===== src/hdl/grid_first_fit_placement_defines.svh =====
// Assertion macros shared by the grid placement RTL.
// Expects clk and rst_n in the scope of each use.
`ifndef GRID_FIRST_FIT_PLACEMENT_DEFINES_SVH
`define GRID_FIRST_FIT_PLACEMENT_DEFINES_SVH

// same-cycle implication
`define GFFP_ASSERT_SAME(lbl, ant, con, msg) \
    lbl: assert property (@(posedge clk) disable iff (!rst_n) (ant) |-> (con)) \
        else $error(msg);

// next-cycle implication
`define GFFP_ASSERT_NEXT(lbl, ant, con, msg) \
    lbl: assert property (@(posedge clk) disable iff (!rst_n) (ant) |=> (con)) \
        else $error(msg);

`endif


===== src/hdl/gffp_pkg.sv =====
// Shared types, constants and codes for the grid placement block.
// No dependencies.
package gffp_pkg;

    localparam int MAX_GRID_COLUMNS = 64;
    localparam int MAX_GRID_ROWS    = 64;
    localparam int COL_W   = $clog2(MAX_GRID_COLUMNS);
    localparam int ROW_W   = $clog2(MAX_GRID_ROWS);
    localparam int CNT_W   = $clog2(((MAX_GRID_COLUMNS > MAX_GRID_ROWS) ?
                                     MAX_GRID_COLUMNS : MAX_GRID_ROWS) + 1);
    localparam int PIX_W   = 12;
    localparam int SUM_W   = 13;
    localparam int SPC_W   = 8;
    localparam int OUT_W   = 13;
    localparam int STAT_W  = 2;
    localparam int CFG_IDX_W = 3;

    // result status codes
    localparam logic [STAT_W-1:0] STATUS_DONE   = 2'd0;
    localparam logic [STAT_W-1:0] STATUS_NOROOM = 2'd1;
    localparam logic [STAT_W-1:0] STATUS_RANGE  = 2'd2;

    // configuration register indexes
    localparam logic [CFG_IDX_W-1:0] CFG_SPACING = 3'd0;
    localparam logic [CFG_IDX_W-1:0] CFG_LEFT    = 3'd1;
    localparam logic [CFG_IDX_W-1:0] CFG_TOP     = 3'd2;
    localparam logic [CFG_IDX_W-1:0] CFG_WIDTH   = 3'd3;
    localparam logic [CFG_IDX_W-1:0] CFG_HEIGHT  = 3'd4;
    localparam logic [CFG_IDX_W-1:0] CFG_ORDER   = 3'd5;

    // divider operand selects
    localparam int DSEL_W = 3;
    localparam logic [DSEL_W-1:0] DIV_AW = 3'd0;
    localparam logic [DSEL_W-1:0] DIV_AH = 3'd1;
    localparam logic [DSEL_W-1:0] DIV_DX = 3'd2;
    localparam logic [DSEL_W-1:0] DIV_EX = 3'd3;
    localparam logic [DSEL_W-1:0] DIV_DY = 3'd4;
    localparam logic [DSEL_W-1:0] DIV_EY = 3'd5;
    localparam logic [DSEL_W-1:0] DIV_RW = 3'd6;
    localparam logic [DSEL_W-1:0] DIV_RH = 3'd7;

    // datapath operations
    localparam int OP_W = 5;
    localparam logic [OP_W-1:0] OP_NONE      = 5'd0;
    localparam logic [OP_W-1:0] OP_LOAD      = 5'd1;
    localparam logic [OP_W-1:0] OP_DIV_START = 5'd2;
    localparam logic [OP_W-1:0] OP_DIV_STORE = 5'd3;
    localparam logic [OP_W-1:0] OP_MARK_INIT = 5'd4;
    localparam logic [OP_W-1:0] OP_MARK_RD   = 5'd5;
    localparam logic [OP_W-1:0] OP_MARK_WR   = 5'd6;
    localparam logic [OP_W-1:0] OP_SCAN_INIT = 5'd7;
    localparam logic [OP_W-1:0] OP_ACC_RD    = 5'd8;
    localparam logic [OP_W-1:0] OP_ACC_OR    = 5'd9;
    localparam logic [OP_W-1:0] OP_WIN_FOUND = 5'd10;
    localparam logic [OP_W-1:0] OP_NEXT_A    = 5'd11;
    localparam logic [OP_W-1:0] OP_NEXT_B    = 5'd12;
    localparam logic [OP_W-1:0] OP_COL_RD    = 5'd13;
    localparam logic [OP_W-1:0] OP_COL_STEP  = 5'd14;
    localparam logic [OP_W-1:0] OP_COL_FOUND = 5'd15;
    localparam logic [OP_W-1:0] OP_NEXT_COL  = 5'd16;
    localparam logic [OP_W-1:0] OP_FINISH    = 5'd17;

    typedef struct packed {
        logic             mode;
        logic             new_layout;
        logic [PIX_W-1:0] rect_left;
        logic [PIX_W-1:0] rect_top;
        logic [PIX_W-1:0] rect_width;
        logic [PIX_W-1:0] rect_height;
    } item_t;

    typedef struct packed {
        logic [OP_W-1:0]   op;
        logic [DSEL_W-1:0] dsel;
        logic              status_we;
        logic [STAT_W-1:0] status;
    } cmd_t;

    typedef struct packed {
        logic s_zero;
        logic div_done;
        logic mode;
        logic fresh;
        logic order;
        logic neg;
        logic empty;
        logic oob;
        logic no_room;
        logic acc_free;
        logic row_free;
        logic r_at_end;
        logic a_last;
        logic b_last;
        logic r_last;
        logic run_hit;
        logic mark_last;
        logic out_free;
    } sts_t;

endpackage


===== src/hdl/gffp_ctrl.sv =====
// Controller: sequences divisions, range checks, marking and the first-fit scan.
// Depends on gffp_pkg and the assertion macro header.
`include "grid_first_fit_placement_defines.svh"

module gffp_ctrl (
    input  logic           clk,
    input  logic           rst_n,
    input  logic           in_valid,
    output logic           in_ready,
    input  gffp_pkg::sts_t sts,
    output gffp_pkg::cmd_t cmd
);
    import gffp_pkg::*;

    localparam int SW = 4;
    localparam logic [SW-1:0] ST_IDLE     = 4'd0;
    localparam logic [SW-1:0] ST_CHECK    = 4'd1;
    localparam logic [SW-1:0] ST_DIV_GO   = 4'd2;
    localparam logic [SW-1:0] ST_DIV_WAIT = 4'd3;
    localparam logic [SW-1:0] ST_EVAL     = 4'd4;
    localparam logic [SW-1:0] ST_MARK_RD  = 4'd5;
    localparam logic [SW-1:0] ST_MARK_WR  = 4'd6;
    localparam logic [SW-1:0] ST_ACC_RD   = 4'd7;
    localparam logic [SW-1:0] ST_ACC_OR   = 4'd8;
    localparam logic [SW-1:0] ST_WIN      = 4'd9;
    localparam logic [SW-1:0] ST_COL_RD   = 4'd10;
    localparam logic [SW-1:0] ST_COL_CHK  = 4'd11;
    localparam logic [SW-1:0] ST_FINISH   = 4'd12;

    logic [SW-1:0]     state_reg, state_next;
    logic [DSEL_W-1:0] k_reg, k_next;
    logic [DSEL_W-1:0] k_first, k_after;
    logic              k_last;

    // division order: grid size on a new layout, then the item's own quotients
    always_comb
    begin
        k_first = sts.fresh ? DIV_AW : (sts.mode ? DIV_RW : DIV_DX);
        k_last  = 1'b0;
        case (k_reg)
            DIV_AW:  k_after = DIV_AH;
            DIV_AH:  k_after = sts.mode ? DIV_RW : DIV_DX;
            DIV_DX:  k_after = DIV_EX;
            DIV_EX:  k_after = DIV_DY;
            DIV_DY:  k_after = DIV_EY;
            DIV_RW:  k_after = DIV_RH;
            default:
            begin
                k_after = k_reg;
                k_last  = 1'b1;
            end
        endcase
    end

    always_comb
    begin
        state_next    = state_reg;
        k_next        = k_reg;
        cmd.op        = OP_NONE;
        cmd.dsel      = k_reg;
        cmd.status_we = 1'b0;
        cmd.status    = STATUS_DONE;
        case (state_reg)
            ST_IDLE:
            begin
                if (in_valid)
                begin
                    cmd.op     = OP_LOAD;
                    state_next = ST_CHECK;
                end
            end
            ST_CHECK:
            begin
                if (sts.s_zero)
                begin
                    cmd.status_we = 1'b1;
                    cmd.status    = STATUS_RANGE;
                    state_next    = ST_FINISH;
                end
                else
                begin
                    k_next     = k_first;
                    state_next = ST_DIV_GO;
                end
            end
            ST_DIV_GO:
            begin
                cmd.op     = OP_DIV_START;
                state_next = ST_DIV_WAIT;
            end
            ST_DIV_WAIT:
            begin
                if (sts.div_done)
                begin
                    cmd.op = OP_DIV_STORE;
                    if (k_last)
                    begin
                        state_next = ST_EVAL;
                    end
                    else
                    begin
                        k_next     = k_after;
                        state_next = ST_DIV_GO;
                    end
                end
            end
            ST_EVAL:
            begin
                if (!sts.mode)
                begin
                    if (sts.neg || (!sts.empty && sts.oob))
                    begin
                        cmd.status_we = 1'b1;
                        cmd.status    = STATUS_RANGE;
                        state_next    = ST_FINISH;
                    end
                    else if (sts.empty)
                    begin
                        state_next = ST_FINISH;
                    end
                    else
                    begin
                        cmd.op     = OP_MARK_INIT;
                        state_next = ST_MARK_RD;
                    end
                end
                else if (sts.no_room)
                begin
                    cmd.status_we = 1'b1;
                    cmd.status    = STATUS_NOROOM;
                    state_next    = ST_FINISH;
                end
                else
                begin
                    cmd.op     = OP_SCAN_INIT;
                    state_next = sts.order ? ST_COL_RD : ST_ACC_RD;
                end
            end
            ST_MARK_RD:
            begin
                cmd.op     = OP_MARK_RD;
                state_next = ST_MARK_WR;
            end
            ST_MARK_WR:
            begin
                cmd.op     = OP_MARK_WR;
                state_next = sts.mark_last ? ST_FINISH : ST_MARK_RD;
            end
            ST_ACC_RD:
            begin
                cmd.op     = OP_ACC_RD;
                state_next = ST_ACC_OR;
            end
            ST_ACC_OR:
            begin
                cmd.op     = OP_ACC_OR;
                state_next = sts.r_at_end ? ST_WIN : ST_ACC_RD;
            end
            ST_WIN:
            begin
                if (sts.acc_free)
                begin
                    cmd.op     = OP_WIN_FOUND;
                    state_next = ST_MARK_RD;
                end
                else if (!sts.a_last)
                begin
                    cmd.op = OP_NEXT_A;
                end
                else if (sts.b_last)
                begin
                    cmd.status_we = 1'b1;
                    cmd.status    = STATUS_NOROOM;
                    state_next    = ST_FINISH;
                end
                else
                begin
                    cmd.op     = OP_NEXT_B;
                    state_next = ST_ACC_RD;
                end
            end
            ST_COL_RD:
            begin
                cmd.op     = OP_COL_RD;
                state_next = ST_COL_CHK;
            end
            ST_COL_CHK:
            begin
                if (sts.row_free && sts.run_hit)
                begin
                    cmd.op     = OP_COL_FOUND;
                    state_next = ST_MARK_RD;
                end
                else if (!sts.r_last)
                begin
                    cmd.op     = OP_COL_STEP;
                    state_next = ST_COL_RD;
                end
                else if (sts.a_last)
                begin
                    cmd.status_we = 1'b1;
                    cmd.status    = STATUS_NOROOM;
                    state_next    = ST_FINISH;
                end
                else
                begin
                    cmd.op     = OP_NEXT_COL;
                    state_next = ST_COL_RD;
                end
            end
            ST_FINISH:
            begin
                if (sts.out_free)
                begin
                    cmd.op     = OP_FINISH;
                    state_next = ST_IDLE;
                end
            end
            default: state_next = ST_IDLE;
        endcase
    end

    always_ff @(posedge clk or negedge rst_n)
    begin
        if (!rst_n)
        begin
            state_reg <= ST_IDLE;
            k_reg     <= DIV_AW;
        end
        else
        begin
            state_reg <= state_next;
            k_reg     <= k_next;
        end
    end

    assign in_ready = state_reg == ST_IDLE;

    `GFFP_ASSERT_SAME(a_store_on_done, cmd.op == OP_DIV_STORE, sts.div_done, "quotient stored early")
    `GFFP_ASSERT_NEXT(a_accept_check, in_valid && in_ready, state_reg == ST_CHECK, "accept lost")
    `GFFP_ASSERT_NEXT(a_mark_flow, state_reg == ST_MARK_WR, state_reg == ST_MARK_RD || state_reg == ST_FINISH, "mark sequence broken")
endmodule

===== config.mk =====
export PLATFORM = sky130hd
export DESIGN_NAME = gffp_ctrl
export DESIGN_NICKNAME = d
export VERILOG_FILES = /design/src/hdl/gffp_pkg.sv /design/src/hdl/gffp_ctrl.sv
export VERILOG_INCLUDE_DIRS = /design/src /design/src/hdl
export SDC_FILE = /design/constraint.sdc
export NUM_CORES = 1
export LEC_CHECK = 0
export ABC_CLOCK_PERIOD_IN_PS = 1800
export BUFFER_PORTS_ARGS = -buffer_cell sky130_fd_sc_hd__buf_2
export CAP_MARGIN = 0
export CORE_MARGIN = 3
export CORE_UTILIZATION = 25
export CTS_CLUSTER_SIZE = 14
export DETAILED_ROUTE_END_ITERATION = 10
export PLACE_DENSITY_LB_ADDON = 0.12
export SLEW_MARGIN = 20
export SYNTH_ARGS = -nofsm -noshare
export SYNTH_HDL_FRONTEND = slang
export SYNTH_SLANG_ARGS = --single-unit

===== constraint.sdc =====
create_clock -name clk -period 1.8 [get_ports clk]
set_input_delay 0.18 -clock clk [delete_from_list [all_inputs] [get_ports clk]]
set_output_delay 0.18 -clock clk [all_outputs]
set_load 0.05 [all_outputs]

==> results of run 1 <==
==> metal layers <==
layer / vias up / wire, um / share of wire, % / track usage [%]
met5: - / 0 / 0 / 0
met4: 0 / 32 / 0.96 / 4.71
met3: 4 / 196 / 5.9 / 2.11
met2: 41 / 1560 / 47 / 23.7
met1: 578 / 1550 / 46 / 22.0
li1: 605 / - / - / -
==> cell usage after synthesis, types with 2 or more instances <==
master	instances
sky130_fd_sc_hd__nor3_1	3
sky130_fd_sc_hd__buf_2	5
sky130_fd_sc_hd__o22ai_1	6
sky130_fd_sc_hd__inv_1	5
sky130_fd_sc_hd__clkbuf_1	5
sky130_fd_sc_hd__nand2_1	11
sky130_fd_sc_hd__a32oi_1	2
sky130_fd_sc_hd__nand4bb_1	2
sky130_fd_sc_hd__a211o_1	2
sky130_fd_sc_hd__nand2b_1	5
sky130_fd_sc_hd__or3_1	2
sky130_fd_sc_hd__o2111ai_1	2
sky130_fd_sc_hd__dfrtp_1	7
sky130_fd_sc_hd__a221oi_1	2
sky130_fd_sc_hd__nor2b_1	8
sky130_fd_sc_hd__mux2_1	2
sky130_fd_sc_hd__o211ai_1	5
sky130_fd_sc_hd__nand3_1	9
sky130_fd_sc_hd__and2_1	3
sky130_fd_sc_hd__a31oi_1	2
sky130_fd_sc_hd__and3_1	2
sky130_fd_sc_hd__nor2_1	7
sky130_fd_sc_hd__o2bb2ai_1	2
sky130_fd_sc_hd__a21o_1	2
sky130_fd_sc_hd__a21oi_1	6
sky130_fd_sc_hd__o21ai_0	4
==> repair_timing <==
action                                  4_1_cts  5_1_grt
endpoints found under the setup margin        8       11
resized for setup                            20       23
hold buffers                                  1        0
endpoints found under the hold margin         7        0
pin swaps                                     5        6
setup buffers                                 5        2
==> stage by stage <==
stage | setup slack [ps] | hold WS [ps] | total power, W | TNS, ps | area, um^2
5_1_grt | -169 | 225 | 0.00297 | -834 | 1570
2_1_floorplan | -295 | -116 | 0.00166 | -481 | 1010
4_1_cts | -153 | 211 | 0.00259 | -629 | 1450
6_report | -111 | 212 | 0.00278 | -437 | 1570
3_5_place_dp | 0.447 | 18.5 | 0.00215 | 0 | 1290
3_3_place_gp | 25.3 | 15.8 | 0.00217 | 0 | 1290
==> worst max-delay path: stages (launching register included) <==
cell and delay, ps:
sky130_fd_sc_hd__dfrtp_1 410, sky130_fd_sc_hd__or4b_4 590, sky130_fd_sc_hd__nor2_4 120, sky130_fd_sc_hd__a21oi_2 50, sky130_fd_sc_hd__o211ai_1 100, sky130_fd_sc_hd__buf_4 230
==> layout make-up <==
| cell class | instances | area, um^2 |
|---|---|---|
| Fill cell | 392 | 2150 |
| Multi-Input combinational cell | 110 | 847 |
| Timing Repair Buffer | 57 | 422 |
| Sequential cell | 7 | 176 |
| Tap cell | 48 | 60.1 |
| Clock buffer | 3 | 41.3 |
| Inverter | 5 | 18.8 |
| Clock inverter | 1 | 5.00 |
==> report_power, final <==
group | internal, W | switching, W | leakage (nW)
clock network | 0.000150 | 0.0000714 | 0.0255
logic | 0.000921 | 0.00131 | 0.572
registers | 0.000236 | 0.0000959 | 0.0880
==> cell families after synthesis <==
| group | Yosys count | synth area share [%] |
|---|---|---|
| multiplexers | 3 | 3.32 |
| buffers and inverters | 16 | 7.54 |
| AND/OR/NAND/NOR | 63 | 37.7 |
| flip-flops | 7 | 17.9 |
| AO/OA/AOI/OAI | 44 | 33.5 |
==> worst paths after layout <==
check | cells past startpoint | from | slack [ps] | to
setup / recovery | 5 | state_reg[1] | -110 | cmd[6]
hold / removal | 2 | sts[0] | 210 | state_reg[2]
setup reg to reg | 5 | state_reg[0] | 60 | state_reg[2]
hold reg to reg | 1 | k_reg[1] | 580 | k_reg[1]
max in group asynchronous | 2 | rst_n | 1320 | state_reg[2]
min in group asynchronous | 2 | rst_n | 310 | k_reg[1]
==> results.md, run 1 <==
Run status:
- The flow ran to the end, but the final reports show violations.
- The checks that failed: negative setup slack.

Timing:
- The time the final worst path needs with I/O delays and setup is 1910 ps.
- The max-slew violation count came to 0.
- The hold violation count in the final report is 0.
- Across all setup checks in the final design, the least slack found is -111 ps.
- The ratio of final minimum period to clock period is 106%.
- Setup repair after global routing could not meet its margin everywhere.
- At the pin with the least slew margin, the transition time is 374 ps.
- Headroom to the max-slew limit came out at 75.1%.
- The maximum operating frequency is about 520 MHz.
- Across the routed clock network, the largest skew measured is 3.05 ps.
- The number of endpoints failing setup at the final stage is 6.

Placed design:
- During placement, the flow inserted port buffers numbering 32.
- The final weighted congestion of routability-driven global placement is 0.898.
- In this run, placement finished with an instance count of 219.
- The half-perimeter wire length after placement is 2640 um.

Logic synthesis:
- During synthesis, Yosys emitted a total of 0 warnings.
- After synthesis, the largest area contributor takes up 17.9% of total cell area.
- After synthesis, the cell types taking the most area are sky130_fd_sc_hd__dfrtp_1, sky130_fd_sc_hd__nor2b_1, sky130_fd_sc_hd__nand3_1.
- The net count after synthesis is 154.
- Among all flip-flop cells after synthesis, the most frequent one is sky130_fd_sc_hd__dfrtp_1.
- Summed over all instances, the cell type with the most area after synthesis is sky130_fd_sc_hd__dfrtp_1.
- In this run, synthesis produced a sequential element count of 7.
- Summing every instance area after synthesis gives 978 um^2.
- The share of flip-flops with an asynchronous set or reset is 100%.
- The gate count after technology mapping is between 100 and 150.
- The share of the Yosys chip area taken by registers is 17.9%.
- A synthesized cell averages between 7 and 8 um^2.
- Yosys mapped a number of flops with a built-in enable equal to 0.
- Counting distinct cell types in the post-synthesis netlist gives between 40 and 50.

Global route:
- Global routing used 15.4% of the available tracks across all layers.
- Entering global routing, the biggest net connects 20 pins.
- The number of antenna violations at the first check in global routing is 0.
- For this run the aggregate overflow at the end of global routing stands at 0.
- The number of global-route vias before repair is 1171.
- The first global-routing pass estimated between 5000 and 6000 um of wire.

Job:
- The number of max-cap violations is 0.

Cells and area:
- The library cells used most frequently in the layout, excluding fill and tap cells, are sky130_fd_sc_hd__buf_2, sky130_fd_sc_hd__buf_4, sky130_fd_sc_hd__buf_6, sky130_fd_sc_hd__nand2_1, sky130_fd_sc_hd__nand3_1.
- The repair_antennas step left the layout with diodes totalling 0.
- Of the cells placed in the final design, the portion with a size suffix greater than 1 is 44.8%.
- After the flow finishes, the layout carries non-filler instances totaling 231.
- The net count of the finished layout is 205.
- The layout-stage area growth over the synthesis result is 60.5%.
- The most common cell after layout, fill and taps aside is sky130_fd_sc_hd__buf_2.
- For this run, the share of the core covered by cells in the final layout is between 40% and 50%.
- The register with the most flip-flops in the layout has 4 of them.

Floorplanning:
- The chip width is 68.6 um.
- The core region is 3720 um^2.
- The initial cell density of the core is 26.3%.
- The area enclosed by the die boundary is about 4700 um^2.
- The floorplan has 22 rows.
- The vertical extent of the die is 68.6 um.
- The number of top-level pins is 33.

Hold path:
- The min-delay analysis places its worst path in the category in -> reg.

Clock tree:
- Clock-pin slew was measured on the worst setup and hold paths at ~40 ps.
- In this run the clock root is driven by a sky130_fd_sc_hd__clkbuf_8.
- In this run the number of H-tree levels came out at 1.
- The later-pin clock latency in the skew report is about 230 ps.
- The clock tree from TritonCTS is yes.
- In this run the deepest clock path goes through 2 buffers.
- The number of buffers created by CTS is 3.
- The tree built by TritonCTS fans out to 7 sinks.

Drt:
- The average routed wire per standard cell is 14.5 um.
- In the routed layout, each cell is associated on average with a via count of 5.32.
- The remaining design rule violation count is 0.
- The number of routed nets with antenna violations is 0.
- For this run, the detailed router's first-pass iteration total came to 4.
- The number of violations reported at the end of detailed-routing iteration 0 is between 60 and 70.
- For this block, the routed nets add up to 3350 um of wire.
- The total via count after detailed routing is 1228.

Setup path:
- The startpoint-to-endpoint class of the critical path is reg -> out.
- Along the worst path, the maximum fanout reaches 4.
- STA classifies the critical path endpoint as an output pin.
- The worst endpoint data arrival time is about 1700 ps.
- The kind of start point of the critical path is a register.
- At the worst endpoint, the required time is 1620 ps.

Power and ir drop:
- IR analysis of the VDD net gives a maximum drop of 0.835 mV.
- Power spread over the standard cell area amounts to 1770 nW/um^2.
- Summed over all cells, the static leakage comes to ~0.69 nW.
No activity file was read; power rests on OpenSTA's default activity.
==> run 2: changes to the inputs <==
--- a/config.mk
+++ b/config.mk
@@ -13,7 +13,7 @@
 export CORE_UTILIZATION = 25
 export CTS_CLUSTER_SIZE = 14
 export DETAILED_ROUTE_END_ITERATION = 10
-export PLACE_DENSITY_LB_ADDON = 0.12
+export PLACE_DENSITY = 0.53
 export SLEW_MARGIN = 20
 export SYNTH_ARGS = -nofsm -noshare
 export SYNTH_HDL_FRONTEND = slang
==> results.md, run 2 (synthesis gave the netlist of run 1 again) <==
Power and ir drop:
- The switching part of the total power is 54.4% (+1.4 points).
- The maximum vdd ir drop is 0.874 mV (+4.6%).
- The internal power contribution was 0.00114 W (-13%).
- The cell leakage power is 0.621 nW (-9.4%).
- The switching power total is 0.00136 W (-7.8%).
- The share of power burned in registers is 12.3% (+0.4 points).
- The combinational fraction of design power came to 79.1% (-1.0 points).
- The share of power burned in the clock network is 8.6% (+0.6 points).
- The total power divided by cell area is 1760 nW/um^2 (-0.59%).

Floorplanning:
- The number of cell rows is 22 (unchanged).
- The core area is 3720 um^2 (unchanged).
- The area enclosed by the die boundary is 4700 um^2 (unchanged).
- The number of top-level pins is 33 (unchanged).
- The chip width is 68.6 um (unchanged).
- The initial cell density of the core is 26.3% (unchanged).
- The vertical extent of the die is 68.6 um (unchanged).

Setup path:
- The critical path required time was 1620 ps (about the same).
- The kind of start point of the critical path is a register.
- The worst endpoint data arrival time is 1740 ps (about the same).
- The largest fanout on the critical path is 4 (unchanged).
- The kind of capture point of the worst setup path is an output pin.
- The startpoint-to-endpoint class of the critical path is reg -> out.

Drt:
- The number of routed nets with antenna violations is 0 (unchanged).
- The total via count after detailed routing is 1204 (-2.0%).
- The per-cell via count in the routed design is 5.47 (+2.9%).
- The average routed wire per standard cell is 14.6 um (+0.54%).
- The detailed-routing iteration count for the pre-antenna-repair pass is 4 (unchanged).
- The remaining design rule violation count is 0 (unchanged).
- The number of violations reported at the end of detailed-routing iteration 0 is 63 (-1.6%).
- The overall routed net length is 3200 um (-4.2%).

Clock tree:
- The number of clock sinks seen by CTS was 7 (unchanged).
- The number of buffers created by CTS is 3 (unchanged).
- The clock-pin transition on the worst setup and hold timing paths is 40 ps (about the same).
- The root buffer cell chosen for the clock tree is sky130_fd_sc_hd__clkbuf_8.
- TritonCTS built the clock tree.
- The later-pin clock latency in the skew report is 220 ps (about the same).
- The buffer depth of the longest clock path was 2 (unchanged).
- The number of H-tree levels is 1 (unchanged).

Global route:
- The first-pass GRT wire length is 5130 um (-7.4%).
- The total congestion overflow came to 0 (unchanged).
- The number of global-route vias before repair is 1105 (-5.6%).
- The largest net degree at the start of global routing is 23 (+15%).
- The global routing usage summed across all routing layers was 14.3% (-1.1 points).
- The number of antenna violations at the first check in global routing came to 0 (unchanged).

Timing:
- The time the final worst path needs with I/O delays and setup was 1920 ps (+9.22 ps).
- The worst clock skew on the final layout is 1.23 ps (-1.82 ps).
- The worst max-slew margin expressed relative to the limit is 74.4% (-0.66 points).
- The final critical-path setup slack came to -120 ps (-9.22 ps).
- The maximum operating frequency is 521 MHz (-0.48%).
- The hold violation count in the final report came to 0 (unchanged).
- The number of endpoints failing setup at the final stage is 5 (-1).
- The max-slew violation count is 0 (unchanged).
- Setup repair after global routing could not meet its margin everywhere.
- The smallest hold slack was 244 ps (+31.4 ps).
- The ratio of final minimum period to clock period was 107% (+0.51 points).
- The transition time of the tightest slew-check pin was 380 ps (+6.69 ps).

Job:
- The number of max-cap violations was 0 (unchanged).

Cells and area:
- The area occupied by multi-input gates is 806 um^2 (-4.9%).
- The antenna diode count is 0 (unchanged).
- The post-layout net count came to 194 (-5.4%).
- From synthesis to final layout, the design area changed by 45.0%.
- The area occupied by registers is 175 um^2 (-0.71%).
- The flip-flop count of the largest register, all copies and words added came to 4 (unchanged).
- The library cell used most frequently in the layout, excluding fill and tap cells, is sky130_fd_sc_hd__buf_2.
- In the layout the commonest cells are sky130_fd_sc_hd__buf_2, sky130_fd_sc_hd__buf_4, sky130_fd_sc_hd__nand2_1, sky130_fd_sc_hd__nand3_1, sky130_fd_sc_hd__dfrtp_1.
- The number of filler cells placed in the layout is 393 (+0.26%).
- The proportion of layout cells with a drive suffix above 1 is 37.2% (-7.6 points).

Run status:
- The flow ran to the end, but the final reports show violations.
- The checks that failed: negative setup slack.

Placed design:
- The final weighted congestion of routability-driven global placement is 0.908 (+1.1%).
- The half-perimeter wire length after placement is 2560 um (-2.9%).
- The worst slack at placement is 12.4 ps (+11.9 ps).
- The count of port buffers added during placement is 32 (unchanged).

Hold path:
- The tightest min-delay check is of the in -> reg type.
run 2: path summary, 6_finish.rpt:
kind	start	endpoint	slack, ps	depth (start not counted)
min in group asynchronous	rst_n	k_reg[0]	330	2
max in group asynchronous	rst_n	state_reg[3]	1320	2
min	sts[0]	state_reg[2]	240	2
max	state_reg[0]	cmd[0]	-120	6
max reg2reg	state_reg[1]	k_reg[2]	90	5
min reg2reg	k_reg[1]	k_reg[1]	530	1
run 2: per-layer routing:
metal / vias up / part of all wire (%) / GRT usage [%]
li1: 590 / - / -
met1: 545 / 45 / 19.5
met2: 57 / 44 / 22.1
met3: 12 / 7.4 / 1.94
met4: 0 / 3.2 / 6.45
met5: - / 0 / 0
run 2: through the flow:
step / std cells / area, um^2 / power (W) / util [%] / TNS (ps)
after CTS: 220 / 1370 / 0.00242 / 36.8 / -373
after global placement: 214 / 1250 / 0.00209 / 33.7 / 0
after detailed placement: 214 / 1250 / 0.00210 / 33.7 / 0
final: 220 / 1420 / 0.00250 / 38.2 / -347
after global routing: 220 / 1420 / 0.00268 / 38.2 / -723
after floorplan: 133 / 1010 / 0.00166 / - / -481
run 2: what timing repair did:
action	4_1_cts	5_1_grt
resized for setup	16	12
setup buffers	1	0
pin swaps	5	2
setup endpoints to repair	7	10
hold buffers	1	0
hold endpoints to repair	7	0
run 2: worst max-delay path, stage by stage (launching register included):
cell and delay (ps):
sky130_fd_sc_hd__dfrtp_1 360, sky130_fd_sc_hd__buf_4 140, sky130_fd_sc_hd__nand4bb_1 190, sky130_fd_sc_hd__or3b_4 440
sky130_fd_sc_hd__nand2_2 90, sky130_fd_sc_hd__a21o_1 130, sky130_fd_sc_hd__buf_6 150
run 2: layout make-up:
class,count,share of cell area (%)
Tap cell,48,4.23
Timing Repair Buffer,46,22.1
Inverter,5,1.32
Multi-Input combinational cell,110,56.8
Clock buffer,4,3.17
Sequential cell,7,12.3
run 2: power by group through the flow:
stage | clock [W] | sequential, W | combinational, W
5_1_grt | 0.000234 | 0.000324 | 0.00212
6_report | 0.000215 | 0.000308 | 0.00198
3_5_place_dp | 0 | 0.000310 | 0.00179
2_1_floorplan | 0 | 0.000405 | 0.00125
3_3_place_gp | 0 | 0.000304 | 0.00179
4_1_cts | 0.000222 | 0.000309 | 0.00189
==> run 3: changes to the inputs <==
--- a/config.mk
+++ b/config.mk
@@ -10,10 +10,10 @@
 export BUFFER_PORTS_ARGS = -buffer_cell sky130_fd_sc_hd__buf_2
 export CAP_MARGIN = 0
 export CORE_MARGIN = 3
-export CORE_UTILIZATION = 25
+export CORE_UTILIZATION = 45
 export CTS_CLUSTER_SIZE = 14
 export DETAILED_ROUTE_END_ITERATION = 10
-export PLACE_DENSITY = 0.53
+export PLACE_DENSITY = 0.81
 export SLEW_MARGIN = 20
 export SYNTH_ARGS = -nofsm -noshare
 export SYNTH_HDL_FRONTEND = slang
==> results.md, run 3 (synthesis gave the netlist of run 1 again) <==
Timing:
- The final critical-path setup slack is -128 ps (-8.00 ps).
- The ratio of final minimum period to clock period was 107% (+0.44 points).
- The transition time of the tightest slew-check pin is 380 ps (+0.0432 ps).
- The hold violation count in the final report is 0 (unchanged).
- The worst clock skew on the final layout is 5.95 ps (+4.72 ps).
- The worst max-slew margin expressed relative to the limit is 74.4% (about the same).
- The time the final worst path needs with I/O delays and setup is 1930 ps (+8.00 ps).
- The maximum operating frequency was 519 MHz (-0.41%).
- The number of endpoints failing setup at the final stage is 6 (+1).
- The max-slew violation count is 0 (unchanged).
- Setup repair after global routing could not meet its margin everywhere.

Placed design:
- The final weighted congestion of routability-driven global placement is 0.968 (+6.7%).
- The count of port buffers added during placement came to 32 (unchanged).
- The total cell area at the placement stage is 1230 um^2 (-2.1%).
- The half-perimeter wire length after placement is 2500 um (-2.6%).

Setup path:
- The terminus of the critical flop-to-flop path is state_reg[0].
- The critical path required time was 1620 ps (about the same).
- The worst endpoint data arrival time is 1750 ps (about the same).
- The startpoint of the lowest-slack register-to-register path is state_reg[1].
- The worst-case register-to-register setup slack is 150 ps (+60 ps).
- The worst setup path is launched from a register.
- The largest fanout on the critical path is 4 (unchanged).
- The number of cells traversed by the worst register-to-register path is 5 (unchanged).
- The kind of capture point of the worst setup path is an output pin.
- The startpoint-to-endpoint class of the critical path is reg -> out.

Cells and area:
- The post-layout net count came to 194 (unchanged).
- The flip-flop count of the largest register, all copies and words added was 4 (unchanged).
- The final instance area is 1360 um^2 (-4.1%).
- The proportion of layout cells with a drive suffix above 1 is 37.8% (+0.58 points).
- Leaving out fill and tap cells, the most frequent cells in the layout are sky130_fd_sc_hd__buf_2, sky130_fd_sc_hd__buf_4, sky130_fd_sc_hd__nand2_1, sky130_fd_sc_hd__nand3_1, sky130_fd_sc_hd__nor2b_1.
- The antenna diode count came to 0 (unchanged).
- The library cell used most frequently in the layout, excluding fill and tap cells, is sky130_fd_sc_hd__buf_2.
- The layout-stage area growth over the synthesis result is 39.0%.
- The utilization of the core after routing was 67.9% (+30 points).

Floorplanning:
- The number of top-level pins was 33 (unchanged).
- The vertical extent of the die came to 52.6 um (-23%).
- The area enclosed by the die boundary is 2770 um^2 (-41%).
- The core area was 2000 um^2 (-46%).
- The chip width is 52.6 um (-23%).
- The number of cell rows is 16 (-27%).
- The initial cell density of the core is 48.9% (+23 points).

Global route:
- The number of antenna violations at the first check in global routing is 0 (unchanged).
- The largest net degree at the start of global routing is 19 (-17%).
- The number of global-route vias before repair is 1190 (+7.7%).
- The first-pass GRT wire length is 5430 um (+5.9%).
- The global routing usage summed across all routing layers was 26.8% (+13 points).
- The total congestion overflow came to 0 (unchanged).

Power and ir drop:
- The maximum vdd ir drop is 1.13 mV (+29%).
- The total power divided by cell area came to 1790 nW/um^2 (+1.9%).
- The cell leakage power is 0.605 nW (-2.6%).

Drt:
- The number of violations reported at the end of detailed-routing iteration 0 was 78 (+24%).
- The detailed-routing iteration count for the pre-antenna-repair pass is 5 (+1).
- The per-cell via count in the routed design is 6.30 (+15%).
- The number of routed nets with antenna violations is 0 (unchanged).
- The average routed wire per standard cell is 16.6 um (+14%).
- The overall routed net length is 3310 um (+3.3%).
- The remaining design rule violation count was 0 (unchanged).
- The total via count after detailed routing is 1254 (+4.2%).

Clock tree:
- The later-pin clock latency in the skew report is 270 ps (+50 ps).
- The number of H-tree levels was 1 (unchanged).
- The number of clock sinks seen by CTS was 7 (unchanged).
- The clock tree from TritonCTS is yes.
- The clock-pin transition on the worst setup and hold timing paths is 60 ps (+20 ps).
- The buffer depth of the longest clock path was 2 (unchanged).
- The number of buffers created by CTS was 3 (unchanged).
- The clock tree root driver cell is sky130_fd_sc_hd__clkbuf_4.

Job:
- The number of max-cap violations came to 0 (unchanged).

Hold path:
- The instance count along the most critical hold path is 2 (unchanged).
- The end of the worst hold path is state_reg[2].
- The start point of the worst hold path is sts[0].
- The classification of the worst-slack hold path is in -> reg.

Run status:
- The checks that failed: negative setup slack.
- The flow ran to the end, but the final reports show violations.
-- run 3: area by class of cell --
class	instances	area (um^2)
timing repair buffer	46	307
clock buffer	3	22.5
sequential	7	176
inverter	5	18.8
fill	162	642
multi-input combinational	110	797
clock inverter	1	5.00
tap	27	33.8
-- run 3: worst max-delay path by stage --
| stage | to | from | slack (ps) | depth (start not counted) |
|---|---|---|---|---|
| 6_report | cmd[0] | state_reg[1] | -130 | 5 |
| 5_1_grt | cmd[2] | state_reg[0] | -190 | 6 |
| 4_1_cts | cmd[2] | state_reg[1] | -150 | 4 |
| 3_5_place_dp | cmd[2] | state_reg[1] | 30 | 4 |
| 3_3_place_gp | cmd[2] | state_reg[1] | 40 | 4 |
| 2_1_floorplan | cmd[2] | state_reg[1] | -300 | 4 |
-- run 3: repair_timing --
action	CTS	global route
buffers inserted	0	1
resized for setup	15	13
hold buffers	1	0
pin swaps	7	2
hold endpoints to repair	7	0
setup endpoints to repair	8	10
-- run 3: worst max-delay path: stages (launching register included) --
cell and delay, ps:
sky130_fd_sc_hd__dfrtp_1 410, sky130_fd_sc_hd__nand4bb_1 260, sky130_fd_sc_hd__or3b_4 430, sky130_fd_sc_hd__nand2_2 100, sky130_fd_sc_hd__a21o_1 130, sky130_fd_sc_hd__buf_6 150
-- run 3: per-layer routing --
layer | track usage [%] | vias up | part of all wire, %
met2 | 42.4 | 70 | 48
met1 | 35.1 | 586 | 41
li1 | - | 590 | -
met4 | 10.2 | 0 | 2.2
met5 | 0 | - | 0
met3 | 5.70 | 8 | 8.7
-- run 3: through the flow --
stage	cells	TNS [ps]	hold WS, ps	power (W)	setup slack (ps)
2_1_floorplan	133	-481	-116	0.00166	-295
3_3_place_gp	193	0	17.7	0.00205	41.9
3_5_place_dp	193	0	15.9	0.00209	25.7
4_1_cts	198	-618	169	0.00235	-146
5_1_grt	199	-1050	178	0.00259	-192
6_report	199	-575	188	0.00244	-128
-- run 3: power breakdown --
group / internal [W] / switching, W / leakage, nW / total (W)
Sequential: 0.000236 / 0.0000840 / 0.0882 / 0.000320
Clock: 0.0000818 / 0.0000705 / 0.0177 / 0.000152
Combinational: 0.000726 / 0.00124 / 0.499 / 0.00197
Total: 0.00104 / 0.00140 / 0.605 / 0.00244
